**src/hcbd_pkg.sv**
```systemverilog
`timescale 1ns / 1ps
// ----------------------------------------------------------------------------
// hcbd_pkg
// Types and constants shared by the chunked body decoder.
// ----------------------------------------------------------------------------
package hcbd_pkg;

    typedef enum logic [3:0] {
        PH_LEAD    = 4'd0,
        PH_SIGNED  = 4'd1,
        PH_ZERO    = 4'd2,
        PH_PREFIX  = 4'd3,
        PH_DIGITS  = 4'd4,
        PH_STOPPED = 4'd5,
        PH_DATA    = 4'd6,
        PH_TRAIL1  = 4'd7,
        PH_TRAIL2  = 4'd8,
        PH_DONE    = 4'd9
    } phase_t;

    localparam logic [7:0] CHAR_CR    = 8'h0D;
    localparam logic [7:0] CHAR_LF    = 8'h0A;
    localparam logic [7:0] CHAR_TAB   = 8'h09;
    localparam logic [7:0] CHAR_SPACE = 8'h20;
    localparam logic [7:0] CHAR_PLUS  = 8'h2B;
    localparam logic [7:0] CHAR_MINUS = 8'h2D;
    localparam logic [7:0] CHAR_LX    = 8'h78;
    localparam logic [7:0] CHAR_UX    = 8'h58;

    typedef struct packed {
        logic       valid;
        logic [3:0] value;
    } hex_t;

    function automatic hex_t hex_decode(input logic [7:0] c);
        hex_t h;
        h.valid = 1'b1;
        h.value = 4'd0;
        if (c >= 8'h30 && c <= 8'h39) begin
            h.value = 4'(c - 8'h30);
        end else if (c >= 8'h61 && c <= 8'h66) begin
            h.value = 4'(c - 8'h57);
        end else if (c >= 8'h41 && c <= 8'h46) begin
            h.value = 4'(c - 8'h37);
        end else begin
            h.valid = 1'b0;
        end
        return h;
    endfunction

    function automatic logic is_space(input logic [7:0] c);
        return (c == CHAR_SPACE) || (c >= CHAR_TAB && c <= CHAR_CR);
    endfunction

endpackage

```
**src/http_chunked_body_decoder_top.sv**
```systemverilog
`timescale 1ns / 1ps
// ----------------------------------------------------------------------------
// http_chunked_body_decoder_top
// Decodes a chunked HTTP body byte stream into its payload bytes.
// ----------------------------------------------------------------------------
// channel   dir   tdata             tuser      tlast
// s_*       in    in_byte [7:0]     -          in_last
// m_*       out   out_byte [7:0]    has_data   body_end
//
// one byte per clock unless m_tready stalls; each request is decoded in the
// cycle it is accepted and its result is then held in the output register.
// the output register is the only stage: s_tready is high while it is empty
// or being drained, so a stall on m_tready holds the input side too.
// aresetn (synchronous, active low) returns the parser to the start of a
// size line and empties the output register.
module http_chunked_body_decoder_top #(
    parameter int SIZE_BITS = 31
) (
    input  logic       aclk,
    input  logic       aresetn,
    input  logic       s_tvalid,
    output logic       s_tready,
    input  logic [7:0] s_tdata,   // [7:0] in_byte
    input  logic       s_tlast,
    output logic       m_tvalid,
    input  logic       m_tready,
    output logic [7:0] m_tdata,   // [7:0] out_byte
    output logic       m_tuser,   // [0] has_data
    output logic       m_tlast
);

    typedef struct packed {
        hcbd_pkg::phase_t      phase;
        logic [SIZE_BITS-1:0]  accum;
        logic                  neg;
    } line_t;

    localparam logic [SIZE_BITS-1:0] SIZE_MAX = '1;

    line_t                st_reg, st_next;
    logic [SIZE_BITS-1:0] left_reg, left_next;
    logic                 pend_reg, pend_next;

    logic       m_tvalid_reg, m_tvalid_next;
    logic [7:0] m_tdata_reg, m_tdata_next;
    logic       m_tuser_reg, m_tuser_next;
    logic       m_tlast_reg, m_tlast_next;

    logic       s_accept;
    logic       in_line;
    logic       has_data;
    logic       body_end;
    logic [7:0] out_byte;

    function automatic logic [SIZE_BITS-1:0] add_digit(input logic [SIZE_BITS-1:0] a,
                                                       input logic [3:0] d);
        // saturates once any of the top four bits would be shifted out
        if (|a[SIZE_BITS-1 -: 4]) begin
            return SIZE_MAX;
        end
        return {a[SIZE_BITS-5:0], d};
    endfunction

    function automatic line_t feed(input line_t st, input logic [7:0] c);
        line_t          r;
        hcbd_pkg::hex_t h;
        hcbd_pkg::phase_t ph;
        r  = st;
        h  = hcbd_pkg::hex_decode(c);
        ph = st.phase;
        if (ph == hcbd_pkg::PH_LEAD) begin
            if (hcbd_pkg::is_space(c)) begin
                return r;
            end else if (c == hcbd_pkg::CHAR_PLUS || c == hcbd_pkg::CHAR_MINUS) begin
                r.neg   = (c == hcbd_pkg::CHAR_MINUS);
                r.phase = hcbd_pkg::PH_SIGNED;
                return r;
            end
            ph = hcbd_pkg::PH_SIGNED;
        end
        case (ph)
            hcbd_pkg::PH_SIGNED: begin
                if (h.valid && h.value == 4'd0) begin
                    r.phase = hcbd_pkg::PH_ZERO;
                end else if (h.valid) begin
                    r.accum = add_digit(st.accum, h.value);
                    r.phase = hcbd_pkg::PH_DIGITS;
                end else begin
                    r.phase = hcbd_pkg::PH_STOPPED;
                end
            end
            hcbd_pkg::PH_ZERO: begin
                if (c == hcbd_pkg::CHAR_LX || c == hcbd_pkg::CHAR_UX) begin
                    r.phase = hcbd_pkg::PH_PREFIX;
                end else if (h.valid) begin
                    r.accum = add_digit(st.accum, h.value);
                    r.phase = hcbd_pkg::PH_DIGITS;
                end else begin
                    r.phase = hcbd_pkg::PH_STOPPED;
                end
            end
            hcbd_pkg::PH_PREFIX, hcbd_pkg::PH_DIGITS: begin
                if (h.valid) begin
                    r.accum = add_digit(st.accum, h.value);
                    r.phase = hcbd_pkg::PH_DIGITS;
                end else begin
                    r.phase = hcbd_pkg::PH_STOPPED;
                end
            end
            default: begin
                r.phase = st.phase;
            end
        endcase
        return r;
    endfunction

    assign s_tready = !m_tvalid_reg || m_tready;
    assign s_accept = s_tvalid && s_tready;
    assign in_line  = st_reg.phase inside {hcbd_pkg::PH_LEAD, hcbd_pkg::PH_SIGNED,
                                           hcbd_pkg::PH_ZERO, hcbd_pkg::PH_PREFIX,
                                           hcbd_pkg::PH_DIGITS, hcbd_pkg::PH_STOPPED};

    // next state
    always_comb begin
        line_t st_cr;
        st_next   = st_reg;
        left_next = left_reg;
        pend_next = pend_reg;
        st_cr     = st_reg;
        if (s_accept) begin
            if (in_line) begin
                if (pend_reg) begin
                    pend_next = 1'b0;
                    if (s_tdata == hcbd_pkg::CHAR_LF) begin
                        if (st_reg.neg || st_reg.accum == '0) begin
                            st_next.phase = hcbd_pkg::PH_DONE;
                        end else begin
                            left_next     = st_reg.accum;
                            st_next.phase = hcbd_pkg::PH_DATA;
                        end
                        st_next.accum = '0;
                        st_next.neg   = 1'b0;
                    end else begin
                        // the held CR joins the line: blank while leading, else a stop
                        if (st_reg.phase != hcbd_pkg::PH_LEAD) begin
                            st_cr.phase = hcbd_pkg::PH_STOPPED;
                        end
                        st_next = st_cr;
                        if (s_tdata == hcbd_pkg::CHAR_CR) begin
                            pend_next = 1'b1;
                        end else begin
                            st_next = feed(st_cr, s_tdata);
                        end
                    end
                end else if (s_tdata == hcbd_pkg::CHAR_CR) begin
                    pend_next = 1'b1;
                end else begin
                    st_next = feed(st_reg, s_tdata);
                end
            end else begin
                case (st_reg.phase)
                    hcbd_pkg::PH_DATA: begin
                        left_next = left_reg - SIZE_BITS'(left_reg != '0);
                        if (left_next == '0) begin
                            st_next.phase = hcbd_pkg::PH_TRAIL1;
                        end
                    end
                    hcbd_pkg::PH_TRAIL1: begin
                        st_next.phase = hcbd_pkg::PH_TRAIL2;
                    end
                    hcbd_pkg::PH_TRAIL2: begin
                        st_next.phase = hcbd_pkg::PH_LEAD;
                        st_next.accum = '0;
                        st_next.neg   = 1'b0;
                        pend_next     = 1'b0;
                    end
                    default: begin
                        st_next.phase = st_reg.phase;
                    end
                endcase
            end
            if (s_tlast) begin
                st_next.phase = hcbd_pkg::PH_LEAD;
                st_next.accum = '0;
                st_next.neg   = 1'b0;
                pend_next     = 1'b0;
                left_next     = '0;
            end
        end
    end

    // outputs for the request at the input
    always_comb begin
        has_data = (st_reg.phase == hcbd_pkg::PH_DATA);
        out_byte = has_data ? s_tdata : 8'h00;
        body_end = (in_line && pend_reg && s_tdata == hcbd_pkg::CHAR_LF &&
                    (st_reg.neg || st_reg.accum == '0)) ||
                   (s_tlast && st_reg.phase != hcbd_pkg::PH_DONE);
    end

    always_comb begin
        m_tvalid_next = m_tvalid_reg;
        m_tdata_next  = m_tdata_reg;
        m_tuser_next  = m_tuser_reg;
        m_tlast_next  = m_tlast_reg;
        if (s_accept) begin
            m_tvalid_next = has_data || body_end;
            m_tdata_next  = out_byte;
            m_tuser_next  = has_data;
            m_tlast_next  = body_end;
        end else if (m_tready) begin
            m_tvalid_next = 1'b0;
        end
    end

    always_ff @(posedge aclk) begin
        if (!aresetn) begin
            st_reg.phase <= hcbd_pkg::PH_LEAD;
            st_reg.accum <= '0;
            st_reg.neg   <= 1'b0;
            left_reg     <= '0;
            pend_reg     <= 1'b0;
            m_tvalid_reg <= 1'b0;
        end else begin
            st_reg       <= st_next;
            left_reg     <= left_next;
            pend_reg     <= pend_next;
            m_tvalid_reg <= m_tvalid_next;
        end
    end

    always_ff @(posedge aclk) begin
        m_tdata_reg <= m_tdata_next;
        m_tuser_reg <= m_tuser_next;
        m_tlast_reg <= m_tlast_next;
    end

    assign m_tvalid = m_tvalid_reg;
    assign m_tdata  = m_tdata_reg;
    assign m_tuser  = m_tuser_reg;
    assign m_tlast  = m_tlast_reg;

endmodule
```
**config.mk**
```make
export PLATFORM = sky130hd
export DESIGN_NAME = http_chunked_body_decoder_top
export DESIGN_NICKNAME = d
export VERILOG_FILES = /design/src/hcbd_pkg.sv /design/src/http_chunked_body_decoder_top.sv
export SDC_FILE = /design/constraint.sdc
export NUM_CORES = 1
export LEC_CHECK = 0
export BUFFER_PORTS_ARGS = -buffer_cell sky130_fd_sc_hd__buf_2
export CAP_MARGIN = 0
export CORE_MARGIN = 1.5
export CORE_UTILIZATION = 50
export DETAILED_ROUTE_END_ITERATION = 8
export GPL_TIMING_DRIVEN = 0
export PLACE_DENSITY = 0.69
export SYNTH_ARGS = -nofsm -noshare
export SYNTH_HDL_FRONTEND = slang
export SYNTH_SLANG_ARGS = --single-unit
```
**constraint.sdc**
```tcl
create_clock -name aclk -period 5.6 [get_ports aclk]
set_clock_uncertainty 0.2 [all_clocks]
set_input_delay 1.12 -clock aclk [delete_from_list [all_inputs] [get_ports aclk]]
set_output_delay 1.12 -clock aclk [all_outputs]
set_load 0.01 [all_outputs]
```
* After elaboration in Yosys (flattened, before gate mapping)
Cells that the tools add are included.
** Operators by class
- Add/sub/neg operators :: 4
- Order comparisons :: 8
- Equality and inequality tests :: 46
- Mux-type cells :: 174
- Reductions and logical operators :: 40
** Operator list (number)
- 31-bit two-way mux :: 23
- 36-bit two-way mux :: 13
- 31-bit one-hot mux with 3 select lines :: 2
- 4-bit two-way mux :: 32
- 1-bit two-way mux :: 97
- 31-bit zero test :: 2
- 7-bit inequality test (second input constant) :: 6
- 6-bit inequality test (second input constant) :: 6
- 4-bit one-hot mux with 3 select lines :: 3
- 32-bit two-way mux :: 1
- 31-bit nonzero test :: 1
- 31-bit by 1-bit subtractor with 31-bit output :: 1
- 4-bit by 2-bit == test with 1-bit output (second input constant) :: 6
- 4-bit by 3-bit == test with 1-bit output (second input constant) :: 6
- 8-bit by 6-bit == test with 1-bit output (second input constant) :: 3
- 18-bit AND reduction :: 1
- 8-bit by 4-bit == test with 1-bit output (second input constant) :: 2
- 8-bit by 7-bit == test with 1-bit output (second input constant) :: 2
- 8-bit by 7-bit greater-or-equal comparator with 1-bit output (second input constant) :: 2
- 8-bit by 7-bit <= comparator with 1-bit output (second input constant) :: 2
- 4-bit zero test :: 4
- 4-bit by 1-bit == test with 1-bit output (second input constant) :: 3
- 4-bit inequality test (second input constant) :: 3
- 1-bit logical AND :: 11
- 28 further kinds :: 40
** Word-level totals
- Register bits :: 79
- Input port bits :: 13
- Output and inout port bits :: 12
- Logic and storage cells :: 281

* Depth between registers and ports, before layout
- Depth after elaboration :: 38
- Gate-level depth with buffers :: 15
- Depth with buffers taken out :: 13

* Least setup slack after synthesis
No wires, ideal clock.
- Path kind :: register to register
- Start :: reg left_reg[17]
- End :: reg st_reg[32] in the netlist's numbering
- Setup time :: 0.125 ns
- Arrival time :: 3.615 ns
- Required time :: 5.275 ns
- Path slack :: 1.660 ns
- Stages on the path, launching flop included :: 13
- Path buffers :: 0
- Clock period less this slack :: 3.940 ns
- Cell sequence :: dfxtp_1 -> or4_1 -> nor4_4 -> nand4_1 -> ha_1 -> ha_1 -> or4b_1 -> nor2_1 -> xor2_1 -> or4_1 -> nor4_1 -> a31oi_4 -> mux2i_1
** On the way
- Cells in the longest elaborated chain, start to end :: 5
** RTL lines
- start, declared :: line http_chunked_body_decoder_top.sv:41 : logic [SIZE_BITS-1:0] left_reg, left_next;
- start signal, assigned :: line http_chunked_body_decoder_top.sv:226 : left_reg <= left_next;
- 31-bit nonzero test :: line http_chunked_body_decoder_top.sv:163 : left_next = left_reg - SIZE_BITS'(left_reg != '0);
- 31-bit by 1-bit subtractor with 31-bit output * :: line http_chunked_body_decoder_top.sv:163
- 31-bit zero test * :: line http_chunked_body_decoder_top.sv:164 : if (left_next == '0) begin
- 4-bit by 3-bit inequality test with 1-bit output (no source line) *
- 6-bit AND reduction (no source line) *
- end signal, assigned :: line http_chunked_body_decoder_top.sv:225 : st_reg <= st_next;
- end, declared :: line http_chunked_body_decoder_top.sv:40 : line_t st_reg, st_next;
Every way passes the cells marked *; elsewhere a longest branch is shown, timed or not.
A chain may end at the register's enable or synchronous reset.

* Worst setup path in the final report
- Start :: reg left_reg[9]
- End :: reg st_reg[34] in the netlist's numbering
The elaborated chain is that of the path after synthesis.

==> impl_metrics.toml <==
[cts]
ctsResizeCount = 0
cts_hold_buffers = 0
cts.sinks = 79
cts.clk_slew.worst_paths_ns = 0.09
cts_tree = "built"
cts_buffer_depth = 2
htree_levels = 3
post_cts_buffers = 0
clock_latency_ns = 0.36
cts_inserted_buffers = 9
clk_root_buffer_cell = "clkbuf_8"

[critical_path]
cp_num_cells = 13
slowest_delay_ns = 0.67
crit_arrival_ns = 4.99
cp_max_fo = 10
ff2ff_setup_slack_ns = 0.65
reg2reg_to = "st_reg[34]"
end_kind = "register"
critPathLaunch = "left_reg[9]"
cp_top_family = "simple AND/OR/NAND/NOR gates"
path_class = "reg -> reg"
endpoint = "st_reg[34]"
cp-start-kind = "register"
worstPathRequired_ns = 5.64
crit_chain = "clkbuf_1 -> or4_1 -> nor4_4 -> nand4_1 -> ha_1 -> ha_1 -> xor2_1 -> nor4_1 -> nand4_1 -> or4_1 -> nor4_1 -> a31oi_4 -> mux2i_1"
critical_path_buf_inv_count = 1
r2r_cells = 13
timing.rr.start = "left_reg[9]"
slowest_stage = "or4_1"

[synthesis]
synth-compound-area-share_pct = 22.1
synth_top_cell_by_area = "dfxtp_1"
syn-cell-area_sq_um = 5190
ys_seq_area_share_pct = 32.4
yosys.area_share.simple_pct = 27.2
syn_inst = 639
syn_nets = 660
synth-seq-cells = 79
synthXorXnorAreaFrac_pct = 3.03
synth_top_family_by_area = "simple AND/OR/NAND/NOR gates"
synthTopCellsByCount = "nand2_1, dfxtp_1, o21ai_0"
avgSynthCellArea_sq_um = 8.13
synth.most_common_cell = "nand2_1"
synth_fa_ha_area_share_pct = 1.93
synthArstFlopShare_pct = 0
synth_top_cell_area_share_pct = 26.6
synth_flop_cell = "dfxtp_1"
netlist_top_cells_area = "dfxtp_1, mux2i_1, nand2_1, o21ai_0, edfxtp_1"
synthMuxAreaShare_pct = 7.35
ys_warn_count = 0
synth-edff-count = 10
ys_types = 75

[route]
ant_nets = 0
wl_per_cell_um = 20.2
vias = 5183
dr.first_iter.drc_count = 376
routed_via_density = 6.38
drt_first_pass_iters = 5
post-route-drc-count = 0
drt_wl_total_um = 16400

[cells_and_area]
fin_cells = 812
drive_above_1_share_pct = 10.7
fin_area_sq_um = 5650
syn2layout_area_growth_pct = 8.77
layout.nets = 692
largest_register_ffs = 36
diodes = 0

[floorplanning]
dieArea_sq_um = 11000
die_w_um = 105
die_y_um = 105
initial_core_util_pct = 51.0
pin_count = 25
core_area_sq_um = 10200
num_rows = 37

[power_and_ir_drop]
ir_drop_mv = 0.0849
pwr-share-clk_pct = 35.5
p_int_uw = 811
power_density_nw_per_um2 = 203
p_seq_share_pct = 50.5
leakagePower_uw = 0.00197
switching_share_pct = 29.4
p_switching_uw = 338
pwr-share-comb_pct = 14.0

[place]
place_ws_ns = 0.812
dp_cells = 796
dp_hpwl_um = 12300
port_buffers = 21
place_area_sq_um = 5470
place.gp.congestion = 0.968

[sta]
hold_violations = 0
tns_ns = 0
max-slew-margin-rel_pct = 41.2
finalSetupViolations = 0
rsz0062_at_grt = "false"
worst_pin_slew_ns = 0.883
post-route-period-util_pct = 88.4
finalMaxSlewViolations = 0
min_period_ns = 4.95
fin_ws_ns = 0.651
fmax_mhz = 202

[worst_hold_path]
worstHoldPathType = "reg -> reg"

[outcome]
status = "complete, no violations"

[global_route]
grt_pass1_wl_um = 26100
grt_usage_pct = 30.4
grt-ovfl-total = 0
antenna_found_initial = 0
grt_pass1_vias = 4831
grt_max_degree = 15

[job]
drv_cap = 0
layout by cell type, fill, tap and decap left out, drive strengths merged, types with 7 or more instances in the layout:
cell	netlist	routed
nand2	88	88
dfxtp	69	69
o21ai	65	65
clkbuf	34	44
nor2	41	41
mux2i	37	37
buf	15	36
a21oi	29	29
nor3	21	21
nor4	18	18
nor2b	14	14
and2	13	13
xnor2	12	12
nand3	11	11
nand4	10	10
edfxtp	10	10
inv	8	10
a32o	9	9
ha	8	8
a2111oi	8	8
or4	7	7
nor4b	7	7
o211ai	7	7
o31ai	7	7
per-layer routing:
layer / GRT usage (%) / wire (um)
met1: 39.6 / 7010
met2: 49.3 / 7650
met3: 3.93 / 1000
met4: 15.4 / 766
met5: 0 / 0
worst min path at each step:
stage                from         end  slack, ns  depth (start not counted)
2_1_floorplan  st_reg[31]  st_reg[31]       0.24                          2
3_3_place_gp   st_reg[30]  st_reg[30]       0.27                          2
3_5_place_dp   st_reg[29]  st_reg[29]       0.29                          2
4_1_cts        st_reg[29]  st_reg[29]       0.31                          2
5_1_grt        st_reg[10]  st_reg[10]       0.33                          2
6_report       st_reg[29]  st_reg[29]       0.31                          2
worst reg2reg max path: stages (launching register included):
cell	delay, ns
dfxtp_1	0.31
clkbuf_1	0.21
or4_1	0.68
nor4_4	0.45
nand4_1	0.22
ha_1	0.30
ha_1	0.24
xor2_1	0.19
nor4_1	0.46
nand4_1	0.15
or4_1	0.49
nor4_1	0.56
a31oi_4	0.21
mux2i_1	0.16
area by class of cell:
cell class              instances  area, sq um
plain buffers                  49          284
clock buffers                  10          138
clock inverters                 6         42.5
fillers                       962         4530
inverters                       8         30.0
multi-input cells             503         3200
flip-flops and latches         79         1680
well taps                     136          170
repair buffers                 21          105
stage by stage:
step / hold slack, ns / util, % / power (uW)
4_1_cts: 0.308 / 55.5 / 1150
3_3_place_gp: 0.269 / 53.7 / 748
2_1_floorplan: 0.243 / - / 706
5_1_grt: 0.333 / 55.5 / 1190
3_5_place_dp: 0.291 / 53.7 / 751
6_report: 0.305 / 55.5 / 1150
power by group through the flow:
stage	combinational (uW)	sequential, uW	clock [uW]
finish	161	581	408
global route	173	581	437
CTS	157	581	414
detailed placement	156	594	0
global placement	154	594	0
floorplan	110	596	0
cell families after synthesis:
family | after synthesis
adders and majority gates | 8
buffers and inverters | 57
AOI/OAI and AO/OA | 173
and+or+nand+nor | 266
DFF | 79
muxes | 38
xor gates and xnor gates | 18
(Power assumes the default switching activity.)
